File: config.mk
export PLATFORM = sky130hd
export DESIGN_NAME = byte_escape_encoder_core
export DESIGN_NICKNAME = d
export VERILOG_FILES = /design/src/bee_pkg.sv /design/src/bee_front.sv /design/src/bee_queue.sv /design/src/bee_back.sv /design/src/byte_escape_encoder_core.sv
export SDC_FILE = /design/constraint.sdc
export NUM_CORES = 1
export LEC_CHECK = 0
export ABC_AREA = 1
export BUFFER_PORTS_ARGS = -buffer_cell sky130_fd_sc_hd__buf_4
export CAP_MARGIN = 20
export CELL_PAD_IN_SITES_DETAIL_PLACEMENT = 1
export CELL_PAD_IN_SITES_GLOBAL_PLACEMENT = 1
export CORE_MARGIN = 3
export CORE_UTILIZATION = 35
export CTS_BUF_LIST = sky130_fd_sc_hd__clkbuf_8 sky130_fd_sc_hd__clkbuf_16
export DETAILED_ROUTE_END_ITERATION = 7
export PLACE_DENSITY = 0.68
export SLEW_MARGIN = 20
export SYNTH_ARGS = -nofsm -noshare
export SYNTH_HDL_FRONTEND = slang
export SYNTH_SLANG_ARGS = --single-unit
File: constraint.sdc
create_clock -name clk -period 6.1 [get_ports clk]
set_input_delay 0.61 -clock clk [delete_from_list [all_inputs] [get_ports clk]]
set_output_delay 0.61 -clock clk [all_outputs]
set_load 0.01 [all_outputs]
File: src/bee_pkg.sv
// Shared types and constants for the byte escape encoder.
// No dependencies; used by every module of the block.
`default_nettype none

package bee_pkg;

  // Raw capacity register width, port and result field widths, queue depth
  localparam int CAP_CFG_W = 13;
  localparam int CFG_DATA_W = 32;
  localparam int CFG_IDX_W = 1;
  localparam int OUT_OFF_W = 12;
  localparam int OUT_LEN_W = 32;
  localparam int QDEPTH = 2;

  // Register map of the configuration port
  typedef enum logic [CFG_IDX_W-1:0] {
    REG_BUFFER_CAPACITY = 1'b0,
    REG_START_LENGTH    = 1'b1
  } cfg_reg_t;

  // Characters of the escape sequences
  localparam logic [7:0] CH_BSLASH = 8'h5C;
  localparam logic [7:0] CH_QUOTE  = 8'h22;
  localparam logic [7:0] CH_ZERO   = 8'h30;
  localparam logic [7:0] CH_X      = 8'h78;
  localparam logic [7:0] CH_T      = 8'h74;
  localparam logic [7:0] CH_N      = 8'h6E;
  localparam logic [7:0] CH_V      = 8'h76;
  localparam logic [7:0] CH_F      = 8'h66;
  localparam logic [7:0] CH_R      = 8'h72;

  // Byte class boundaries
  localparam logic [7:0] BYTE_NUL     = 8'h00;
  localparam logic [7:0] BYTE_BS      = 8'h08;
  localparam logic [7:0] BYTE_TAB     = 8'h09;
  localparam logic [7:0] BYTE_LF      = 8'h0A;
  localparam logic [7:0] BYTE_VT      = 8'h0B;
  localparam logic [7:0] BYTE_FF      = 8'h0C;
  localparam logic [7:0] BYTE_CR      = 8'h0D;
  localparam logic [7:0] BYTE_SO      = 8'h0E;
  localparam logic [7:0] BYTE_US      = 8'h1F;
  localparam logic [7:0] BYTE_DEL     = 8'h7F;

  // Lower-case hex digit table, index 0 in the lowest byte
  localparam logic [15:0][7:0] HEX_DIGITS = {
    8'h66, 8'h65, 8'h64, 8'h63, 8'h62, 8'h61, 8'h39, 8'h38,
    8'h37, 8'h36, 8'h35, 8'h34, 8'h33, 8'h32, 8'h31, 8'h30
  };

  // One classified byte, ready for serialisation
  typedef struct packed {
    logic [3:0][7:0]       chars;
    logic [1:0]            last_idx;
    logic [OUT_OFF_W-1:0]  base;
    logic                  fits;
    logic [OUT_LEN_W-1:0]  length;
    logic                  full;
  } seq_entry_t;

endpackage

`default_nettype wire

File: src/bee_front.sv
// Front end: configuration registers, byte classification and buffer state.
// Depends on bee_pkg; feeds bee_queue.
`default_nettype none

module bee_front #(
  parameter int MAX_CAPACITY = 4096,
  parameter int LENGTH_BITS  = 32
) (
  input  wire logic                              clk,
  input  wire logic                              rst_n,
  input  wire logic                              cfg_we,
  input  wire logic [bee_pkg::CFG_IDX_W-1:0]     cfg_index,
  input  wire logic [bee_pkg::CFG_DATA_W-1:0]    cfg_data,
  input  wire logic                              push,
  input  wire logic [7:0]                        source_byte,
  input  wire logic                              first_byte,
  output bee_pkg::seq_entry_t                    entry
);

  // Offset never exceeds the 13-bit capacity register nor MAX_CAPACITY
  localparam int OFF_W = (MAX_CAPACITY > 8191) ? 13 : $clog2(MAX_CAPACITY + 1);
  localparam logic [31:0] CAP_RESET = (MAX_CAPACITY < 4096) ? 32'(MAX_CAPACITY) : 32'd4096;

  logic [OFF_W-1:0]       cap_r;
  logic [LENGTH_BITS-1:0] start_len_r;
  logic [OFF_W-1:0]       offset_r, offset_nxt;
  logic [LENGTH_BITS-1:0] total_r, total_nxt;

  logic [31:0]            cap_w, cap_clamp;
  logic [3:0][7:0]        chars;
  logic [1:0]             last_idx;
  logic [2:0]             n;
  logic [OFF_W-1:0]       base0, base;
  logic [OFF_W:0]         end_pos;
  logic                   fits;
  logic [LENGTH_BITS-1:0] len0;
  logic [LENGTH_BITS:0]   len_sum;
  logic [63:0]            len_wide;
  logic [31:0]            base_wide;

  // Capacity above the maximum acts as the maximum
  assign cap_w     = 32'(cfg_data[bee_pkg::CAP_CFG_W-1:0]);
  assign cap_clamp = (cap_w > 32'(MAX_CAPACITY)) ? 32'(MAX_CAPACITY) : cap_w;

  // Configuration registers
  always_ff @(posedge clk) begin
    if (!rst_n) begin
      cap_r       <= CAP_RESET[OFF_W-1:0];
      start_len_r <= '0;
    end else if (cfg_we) begin
      case (bee_pkg::cfg_reg_t'(cfg_index))
        bee_pkg::REG_BUFFER_CAPACITY: cap_r       <= cap_clamp[OFF_W-1:0];
        bee_pkg::REG_START_LENGTH:    start_len_r <= LENGTH_BITS'(cfg_data);
        default: ;
      endcase
    end
  end

  // Classify the byte into its escape sequence
  always_comb begin
    chars    = '0;
    last_idx = 2'd0;
    if (source_byte == bee_pkg::BYTE_NUL) begin
      chars[0] = bee_pkg::CH_BSLASH;
      chars[1] = bee_pkg::CH_ZERO;
      last_idx = 2'd1;
    end else if (source_byte >= bee_pkg::BYTE_TAB && source_byte <= bee_pkg::BYTE_CR) begin
      chars[0] = bee_pkg::CH_BSLASH;
      last_idx = 2'd1;
      case (source_byte)
        bee_pkg::BYTE_TAB: chars[1] = bee_pkg::CH_T;
        bee_pkg::BYTE_LF:  chars[1] = bee_pkg::CH_N;
        bee_pkg::BYTE_VT:  chars[1] = bee_pkg::CH_V;
        bee_pkg::BYTE_FF:  chars[1] = bee_pkg::CH_F;
        default:           chars[1] = bee_pkg::CH_R;
      endcase
    end else if (source_byte == bee_pkg::CH_BSLASH || source_byte == bee_pkg::CH_QUOTE) begin
      chars[0] = bee_pkg::CH_BSLASH;
      chars[1] = source_byte;
      last_idx = 2'd1;
    end else if (source_byte <= bee_pkg::BYTE_BS
                 || (source_byte >= bee_pkg::BYTE_SO && source_byte <= bee_pkg::BYTE_US)
                 || source_byte >= bee_pkg::BYTE_DEL) begin
      chars[0] = bee_pkg::CH_BSLASH;
      chars[1] = bee_pkg::CH_X;
      chars[2] = bee_pkg::HEX_DIGITS[source_byte[7:4]];
      chars[3] = bee_pkg::HEX_DIGITS[source_byte[3:0]];
      last_idx = 2'd3;
    end else begin
      chars[0] = source_byte;
    end
  end

  assign n = 3'(last_idx) + 3'd1;

  // Offset: restart, clamp to capacity, then place or drop the sequence
  assign base0   = first_byte ? '0 : offset_r;
  assign base    = (base0 > cap_r) ? cap_r : base0;
  assign end_pos = {1'b0, base} + (OFF_W + 1)'(n);
  assign fits    = end_pos <= {1'b0, cap_r};
  assign offset_nxt = fits ? end_pos[OFF_W-1:0] : cap_r;

  // Saturating logical length
  assign len0      = first_byte ? start_len_r : total_r;
  assign len_sum   = {1'b0, len0} + (LENGTH_BITS + 1)'(n);
  assign total_nxt = len_sum[LENGTH_BITS] ? '1 : len_sum[LENGTH_BITS-1:0];

  always_ff @(posedge clk) begin
    if (!rst_n) begin
      offset_r <= '0;
      total_r  <= '0;
    end else if (push) begin
      offset_r <= offset_nxt;
      total_r  <= total_nxt;
    end
  end

  // Entry for the queue
  assign len_wide  = 64'(total_nxt);
  assign base_wide = 32'(base);
  always_comb begin
    entry.chars    = chars;
    entry.last_idx = last_idx;
    entry.base     = base_wide[bee_pkg::OUT_OFF_W-1:0];
    entry.fits     = fits;
    entry.length   = len_wide[bee_pkg::OUT_LEN_W-1:0];
    entry.full     = (offset_nxt == cap_r);
  end

endmodule

`default_nettype wire

File: src/bee_queue.sv
// Two-entry queue between the classifier and the serialiser.
// Depends on bee_pkg for the entry type.
`default_nettype none

module bee_queue (
  input  wire logic                 clk,
  input  wire logic                 rst_n,
  input  wire logic                 push,
  input  wire bee_pkg::seq_entry_t  push_entry,
  input  wire logic                 pop,
  output bee_pkg::seq_entry_t       head,
  output logic                      head_valid,
  output logic                      can_push
);

  localparam int PTR_W = $clog2(bee_pkg::QDEPTH);
  localparam int CNT_W = $clog2(bee_pkg::QDEPTH + 1);

  bee_pkg::seq_entry_t slots [bee_pkg::QDEPTH];
  logic [PTR_W-1:0] wr_ptr_r, rd_ptr_r;
  logic [CNT_W-1:0] count_r, count_nxt;

  assign head       = slots[rd_ptr_r];
  assign head_valid = (count_r != '0);
  assign can_push   = (count_r != CNT_W'(bee_pkg::QDEPTH));

  // Occupancy
  always_comb begin
    count_nxt = count_r;
    if (push && !pop) count_nxt = count_r + CNT_W'(1);
    else if (!push && pop) count_nxt = count_r - CNT_W'(1);
  end

  // Pointers
  always_ff @(posedge clk) begin
    if (!rst_n) begin
      wr_ptr_r <= '0;
      rd_ptr_r <= '0;
      count_r  <= '0;
    end else begin
      count_r <= count_nxt;
      if (push) wr_ptr_r <= wr_ptr_r + PTR_W'(1);
      if (pop)  rd_ptr_r <= rd_ptr_r + PTR_W'(1);
    end
  end

  // Entry storage
  always_ff @(posedge clk) begin
    if (push) slots[wr_ptr_r] <= push_entry;
  end

endmodule

`default_nettype wire

File: src/bee_back.sv
// Back end: serialises one queued sequence into single-character results.
// Depends on bee_pkg; reads the head of bee_queue.
`default_nettype none

module bee_back (
  input  wire logic                               clk,
  input  wire logic                               rst_n,
  input  wire bee_pkg::seq_entry_t                head,
  input  wire logic                               head_valid,
  output logic                                    pop,
  output logic                                    out_valid,
  input  wire logic                               out_ready,
  output logic [7:0]                              out_char,
  output logic [bee_pkg::OUT_OFF_W-1:0]           out_offset,
  output logic                                    out_char_valid,
  output logic                                    out_last_of_run,
  output logic [bee_pkg::OUT_LEN_W-1:0]           out_logical_length,
  output logic                                    out_buffer_full
);

  logic [1:0] idx_r, idx_nxt;
  logic       valid_r, valid_nxt;
  logic       load, last;

  logic [7:0]                    char_r;
  logic [bee_pkg::OUT_OFF_W-1:0] offset_r;
  logic                          wr_r, last_r, full_r;
  logic [bee_pkg::OUT_LEN_W-1:0] length_r;

  // Load the output register whenever it is free or being drained
  assign load = head_valid && (!valid_r || out_ready);
  assign last = (idx_r == head.last_idx);
  assign pop  = load && last;

  always_comb begin
    idx_nxt = idx_r;
    if (load) idx_nxt = last ? 2'd0 : idx_r + 2'd1;
  end

  always_comb begin
    valid_nxt = valid_r;
    if (load) valid_nxt = 1'b1;
    else if (out_ready) valid_nxt = 1'b0;
  end

  always_ff @(posedge clk) begin
    if (!rst_n) begin
      idx_r   <= 2'd0;
      valid_r <= 1'b0;
    end else begin
      idx_r   <= idx_nxt;
      valid_r <= valid_nxt;
    end
  end

  // Result payload; dropped characters show offset zero
  always_ff @(posedge clk) begin
    if (load) begin
      char_r   <= head.chars[idx_r];
      offset_r <= head.fits ? head.base + bee_pkg::OUT_OFF_W'(idx_r) : '0;
      wr_r     <= head.fits;
      last_r   <= last;
      length_r <= head.length;
      full_r   <= head.full;
    end
  end

  assign out_valid          = valid_r;
  assign out_char           = char_r;
  assign out_offset         = offset_r;
  assign out_char_valid     = wr_r;
  assign out_last_of_run    = last_r;
  assign out_logical_length = length_r;
  assign out_buffer_full    = full_r;

endmodule

`default_nettype wire

File: src/byte_escape_encoder_core.sv
// Top level of the C-style byte escape encoder.
// Depends on bee_pkg, bee_front, bee_queue and bee_back.
//
//  channel | direction | handshake             | payload
//  in      | input     | in_valid / in_ready   | in_source_byte, in_first_byte
//  out     | output    | out_valid / out_ready | out_char .. out_buffer_full
//  cfg     | input     | cfg_valid / cfg_ready | cfg_index, cfg_data
//
// A byte yields one result per character: 1 for a verbatim byte, 2 for a
// two-character escape, 4 for \xHH; the one-character serialiser sets this.
// The classifier takes a byte per cycle into a two-entry queue and stalls
// only when that queue is full. Results pass through the queue and then the
// output register. Synchronous active-low reset; cfg_ready is always high.
`default_nettype none

module byte_escape_encoder_core #(
  parameter int MAX_CAPACITY = 4096,
  parameter int LENGTH_BITS  = 32
) (
  input  wire logic                               clk,
  input  wire logic                               rst_n,
  input  wire logic                               cfg_valid,
  output logic                                    cfg_ready,
  input  wire logic [bee_pkg::CFG_IDX_W-1:0]      cfg_index,
  input  wire logic [bee_pkg::CFG_DATA_W-1:0]     cfg_data,
  input  wire logic                               in_valid,
  output logic                                    in_ready,
  input  wire logic [7:0]                         in_source_byte,
  input  wire logic                               in_first_byte,
  output logic                                    out_valid,
  input  wire logic                               out_ready,
  output logic [7:0]                              out_char,
  output logic [bee_pkg::OUT_OFF_W-1:0]           out_offset,
  output logic                                    out_char_valid,
  output logic                                    out_last_of_run,
  output logic [bee_pkg::OUT_LEN_W-1:0]           out_logical_length,
  output logic                                    out_buffer_full
);

  bee_pkg::seq_entry_t new_entry, head;
  logic push, pop, head_valid, can_push;

  assign cfg_ready = 1'b1;
  assign in_ready  = can_push;
  assign push      = in_valid && can_push;

  // Classification and buffer state
  bee_front #(
    .MAX_CAPACITY (MAX_CAPACITY),
    .LENGTH_BITS  (LENGTH_BITS)
  ) u_front (
    .clk         (clk),
    .rst_n       (rst_n),
    .cfg_we      (cfg_valid),
    .cfg_index   (cfg_index),
    .cfg_data    (cfg_data),
    .push        (push),
    .source_byte (in_source_byte),
    .first_byte  (in_first_byte),
    .entry       (new_entry)
  );

  // Decoupling queue
  bee_queue u_queue (
    .clk        (clk),
    .rst_n      (rst_n),
    .push       (push),
    .push_entry (new_entry),
    .pop        (pop),
    .head       (head),
    .head_valid (head_valid),
    .can_push   (can_push)
  );

  // Serialiser and output register
  bee_back u_back (
    .clk                (clk),
    .rst_n              (rst_n),
    .head               (head),
    .head_valid         (head_valid),
    .pop                (pop),
    .out_valid          (out_valid),
    .out_ready          (out_ready),
    .out_char           (out_char),
    .out_offset         (out_offset),
    .out_char_valid     (out_char_valid),
    .out_last_of_run    (out_last_of_run),
    .out_logical_length (out_logical_length),
    .out_buffer_full    (out_buffer_full)
  );

endmodule

`default_nettype wire

After elaboration in Yosys (flattened, before gate mapping) --
Memories as Yosys holds them, arrays and structs flattened. A register that Yosys moved wholly into a read port is not among the register bits. Cells that the tools add are included.
Storage, ports and cells: bits in read-only memories 256, memories 3, latch bits 0, bits in registers 152, RAM bits 160, input bits 47, word-level logic and storage cells 101
Memory list:
- u_queue.slots | depth 2, width 80, read ports 1, clocked after memory_dff 1, wr ports 1, RTL line bee_queue.sv:19 | bee_pkg::seq_entry_t slots [bee_pkg::QDEPTH];
- (no name shown) | depth 16, width 8, read ports 1, clocked after memory_dff 0, wr ports 0, RTL line bee_front.sv:86 | chars[2] = bee_pkg::HEX_DIGITS[source_byte[7:4]];
- (no name shown) | depth 16, width 8, read ports 1, clocked after memory_dff 0, wr ports 0, RTL line bee_front.sv:87 | chars[3] = bee_pkg::HEX_DIGITS[source_byte[3:0]];
Cells by class: bitwise gates (word level) 1, $mul 0, div/mod/pow operators 0, $lt $le $gt $ge 12, mux-type cells 32, equal/unequal tests 9, shifts and indexed selects 0, reductions and logical operators 20, $add $sub $neg 9
Operators by type and width (count):
- $mux 16 | 6
- $mux 32 | 2
- $mux 13 | 4
- $add 32x3->33 | 1
- $eq 8x4->1 const B | 4
- $mux 8 | 4
- $mux 24 | 1
- $pmux 5 s4 | 1
- $bmux 8 s2 | 1
- $ge 8x4->1 const B | 2
- $le 8x4->1 const B | 2
- $add 13x3->14 | 1
- $le 14x13->1 | 1
- $mux 2 | 7
- $eq 13x13->1 | 1
- $gt 13x13->1 | 1
- $gt 13x13->1 const B | 1
- $add 12x2->12 | 1
- $lt 4x5->1 const B | 2
- $eq 8x6->1 const B | 1
- $eq 8x7->1 const B | 1
- $ge 8x7->1 const B | 1
- $le 8x5->1 const B | 1
- $logic_not 8->1 | 1
- 14 further kinds | 35

Depth between registers and ports, before layout --
word-level depth 13, depth in mapped cells 43

Cells and area by module --
From an unflattened synthesis, not the netlist that was laid out.
Unflattened totals: cell total of the unflattened synthesis 1628, area total of the unflattened synthesis 15995.3 µm²
Modules (own cells, without submodules):
- bee_front | instances 1, cells an instance 1148, sequential area each 1801.7 µm², area an instance 7189.4 µm²
- bee_queue | instances 1, cells an instance 284, sequential area each 4904.7 µm², area an instance 6404.9 µm²
- bee_back | instances 1, cells an instance 192, sequential area each 1711.6 µm², area an instance 2382.3 µm²
- byte_escape_encoder_core | instances 1, cells an instance 4, sequential area each 0.0 µm², area an instance 18.8 µm²

Worst setup path after synthesis --
Ideal clock, no wire load.
kind input to register, from input port in_first_byte, to memory u_queue.slots[0][0] (netlist name) (data pin), library setup time 0.254 ns, stages 37, path slack 0.473 ns, arrival time 5.373 ns, cells stage by stage buf_6 -> buf_4 -> buf_2 -> buf_2 -> nor2_1 -> ha_1 -> nand2_2 -> nor2_4 -> and2_4 -> nand2_4 -> nand2_4 -> nand2_8 -> buf_8 -> o21ai_0 -> ha_1 -> a21o_1 -> nand3_1 -> nand2_2 -> buf_6 -> nand3_1 -> nand2_1 -> ha_1 -> a21oi_1 -> nor3_1 -> a211oi_1 -> a21oi_1 -> o21ai_0 -> nand2_1 -> nand2_1 -> clkbuf_1 -> nand4_1 -> nand2_1 -> inv_1 -> nand2_1 -> nor2_1 -> nand2_1 -> nor2_1
RTL lines:
- from (decl) | RTL line byte_escape_encoder_core.sv:29 | input wire logic in_first_byte,
- to (decl) | RTL line bee_queue.sv:19

==> reports/metrics.cfg <==
[sta]
slew_headroom_pct = 28.69
period_share_pct = 90.38
final.setup.tns_ns = 0
hold_violations = 0
worst_pin_slew_ns = 1.070
skew_ns = 0.01942
fin_crit_ns = 5.513
max_freq_mhz = 181.4
rsz0062_at_grt = false
report.final.slew_viol_count = 0
setup_viol = 0

[critical_path]
reg2reg_from = u_front.cap_r[7]$_SDFFE_PN0P_
rrSetupSlack_ns = 0.81
critical_path_class = in -> reg
path_common_cell = nand2_1
required_ns = 6.46
critical_path.max_stage_delay_ns = 0.36
r2r-end = u_queue.slots[0][0]$_DFFE_PP_
end_kind = register
r2r_cells = 33
cp_max_fo = 15
crit_arrival_ns = 5.88
cp_slowest_cell = ha_1
crit_path_start_kind = primary input

[place]
dp_cells = 2332
port_buffers = 103
place_congestion = 0.8637
placed_area_sq_mm = 0.01653
dpl.hpwl_mm = 29.78

[cts]
cts_buffers = 36
post_cts_buffers = 0
numClockSinks = 305
cts_buffer_depth = 3
clockRootBuffer = clkbuf_16
clk-insertion-delay-late_ns = 0.54
htree_num_levels = 2
cts_tree = done
path_clk_slew_ns = 0.06

[route]
dr.max_layer_used = met4
first_pass_iters = 5
vias_per_cell = 4.937
m1WireLength_mm = 20.54
route.met2.wl_mm = 18.77
dr_total_vias = 11830
routed_wl_mm = 41.90
drc = 0
wl_met3_mm = 1.939
post_drt_wl_per_cell_microns = 17.48
ant_nets = 0
initialDrtViolationCount = 623

[floorplan]
dieHeight_microns = 214.0
rows = 75
start_util_pct = 35.77
io_pins = 105
die_area_sq_mm = 0.04578
coreArea_sq_mm = 0.04232
fp.dieW_microns = 214.0

[final_layout]
final_nets = 1888
fin_area_sq_mm = 0.01768
n_antenna_cell = 0
syn2layout_area_growth_pct = 16.79
finalNonFillerCells = 2397
nFillCells = 4932
drive_gt1_share_pct = 14.78

[pwr]
ir_drop_mv = 0.2241
p_leak_uw = 0.007615
powerDensity_mw_per_mm2 = 408.5
power_uw = 7222

[flow_run]
cap_violations = 0

[synth]
syn_area_sq_mm = 0.01514
ys_seq_area_share_pct = 54.03
syn_inst = 1692
synth.distinct_cells = 60
avgSynthCellArea_sq_um = 8.946
async_flop_share_pct = 0
ys_seq_elements = 305
synth-edff-count = 207
ys.flop_type = edfxtp_1
yosysWarnings = 0

[hold_path]
hold_depth = 3
hold_end = u_front.cap_r[12]$_SDFFE_PN1P_
hold_path_class = in -> reg
hold_start = cfg_data[12]

[outcome]
outcome = finished, final reports clean

[global_routing]
grt_usage_pct = 18.20
antenna_found_initial = 0
grt_max_degree = 77
first_global_vias = 12120
gr-total-overflow = 0
grt_pass1_wl_mm = 67.30

## what timing repair did
item,in CTS,in global routing
resized for setup,0,3
endpoints found under the setup margin,0,2
hold buffers,0,0
## cell usage after synthesis (3+ instances only)
| library cell | number | area [sq um] |
|---|---|---|
| a211oi_1 | 7 | 52.55 |
| a21o_1 | 4 | 30.03 |
| a21oi_1 | 68 | 340.3 |
| a31oi_1 | 11 | 68.82 |
| buf_1 | 6 | 22.52 |
| buf_2 | 10 | 50.05 |
| buf_4 | 4 | 30.03 |
| buf_6 | 3 | 33.78 |
| clkbuf_1 | 41 | 153.9 |
| clkinv_1 | 3 | 11.26 |
| dfxtp_1 | 98 | 1962 |
| edfxtp_1 | 207 | 6216 |
| fa_1 | 3 | 60.06 |
| ha_1 | 45 | 563.0 |
| inv_1 | 182 | 683.2 |
| inv_2 | 6 | 22.52 |
| mux2i_1 | 22 | 220.2 |
| nand2_1 | 300 | 1126 |
| nand2_2 | 18 | 112.6 |
| nand2_4 | 5 | 56.30 |
| nand3_1 | 68 | 340.3 |
| nand3b_1 | 4 | 30.03 |
| nand4_1 | 26 | 162.7 |
| nand4_2 | 3 | 37.54 |
| nor2_1 | 264 | 991.0 |
| nor2_2 | 6 | 37.54 |
| nor2_4 | 5 | 56.30 |
| nor3_1 | 14 | 70.07 |
| nor4_1 | 6 | 37.54 |
| o211ai_1 | 5 | 37.54 |
| o21ai_0 | 164 | 820.8 |
| o21ai_1 | 5 | 25.02 |
| o21ai_2 | 4 | 35.03 |
| o22ai_1 | 7 | 43.79 |
| or2_2 | 25 | 156.4 |
| xnor2_1 | 3 | 26.28 |
| xor2_1 | 12 | 105.1 |
## critical path, delay by kind of cell
family / cells / cell delay [ns]
simple gates: 21 / 2.42
fa+ha+maj: 4 / 1.19
compound gates: 6 / 0.81
buf+inv: 6 / 0.80
## metrics by stage
stage	utilization, %	hold WS, ns	setup slack (ns)
after floorplan	-	0.4472	0.4729
after global placement	39.06	0.4600	0.2705
after detailed placement	39.06	0.4684	-0.002767
after CTS	41.75	0.3056	0.5423
after global routing	41.77	0.3226	0.02266
final	41.77	0.3366	0.5867
## layout by cell type, fill, tap and decap left out, drive strengths merged, types with 3 or more instances in the layout
cell type  Yosys  final
nand2        324    324
nor2         275    275
edfxtp       207    207
inv          188    201
o21ai        175    175
buf           24    125
dfxtp         98     98
a21oi         70     70
nand3         69     69
ha            45     45
clkbuf        41     42
nand4         30     30
or2           25     25
mux2i         22     22
nor3          15     15
xor2          13     13
clkinv         4     13
a31oi         11     11
a211oi         7      7
o22ai          7      7
nor4           7      7
o211ai         5      5
conb           2      5
nand3b         4      4
a21o           4      4
xnor2          3      3
fa             3      3
## power breakdown
part,internal (uW),switching [uW],leakage (uW)
Combinational,734,1440,0.00424
Sequential,2830,167,0.00277
Clock,1210,849,0.000605
Total,4770,2460,0.00761
## flip-flops by register name, summed over array words and instances, names as in the netlist, named ones only
name,cells
u_back.idx_r,2
u_back.out_buffer_full,1
u_back.out_char,8
u_back.out_char_valid,1
u_back.out_last_of_run,1
u_back.out_logical_length,32
u_back.out_offset,12
u_back.out_valid,1
u_front.cap_r,13
u_front.offset_r,13
u_front.start_len_r,32
u_front.total_r,32
u_queue.count_r,2
u_queue.rd_ptr_r,1
u_queue.slots,152
u_queue.wr_ptr_r,1
## kinds of logic (layout without fill, tap and decap cells)
family / after synthesis / count (layout) / synth area share [%]
xor+xnor: 16 / 16 / 0.9754
other cells: 2 / 5 / 0.04961
fa+ha+maj: 48 / 48 / 4.116
simple gates: 751 / 751 / 21.92
compound gates: 291 / 291 / 10.67
buf+inv: 257 / 382 / 6.786
flops: 305 / 305 / 54.03
mux: 22 / 22 / 1.455
## worst max path at each step
stage	end	from	cells past startpoint	slack (ns)
2_1_floorplan	u_queue.slots[0][0]$_DFFE_PP_	in_first_byte	37	0.47
3_3_place_gp	u_queue.slots[0][0]$_DFFE_PP_	in_source_byte[5]	37	0.27
3_5_place_dp	u_queue.slots[0][0]$_DFFE_PP_	in_source_byte[5]	37	-0.003
4_1_cts	u_queue.slots[1][0]$_DFFE_PP_	in_source_byte[5]	37	0.54
5_1_grt	u_queue.slots[0][0]$_DFFE_PP_	in_source_byte[5]	37	0.02
6_report	u_queue.slots[0][0]$_DFFE_PP_	in_source_byte[5]	37	0.59
## layout make-up
| cell class | count | area (sq um) | area share, % |
|---|---|---|---|
| inverters | 192 | 721.9 | 4.084 |
| well taps | 577 | 721.9 | 4.084 |
| flip-flops and latches | 305 | 8179 | 46.27 |
| repair buffers | 125 | 938.4 | 5.308 |
| clock buffers | 42 | 994.7 | 5.627 |
| multi-input cells | 1133 | 5979 | 33.82 |
| clock inverters | 23 | 142.6 | 0.8069 |
## metal layers
| metal | GRT usage (%) | vias to the layer above |
|---|---|---|
| li1 | - | 5853 |
| met1 | 25.96 | 5729 |
| met2 | 28.93 | 211 |
| met3 | 3.447 | 41 |
| met4 | 3.929 | 0 |
| met5 | 0 | - |
Power figures use the tool's default switching activity.
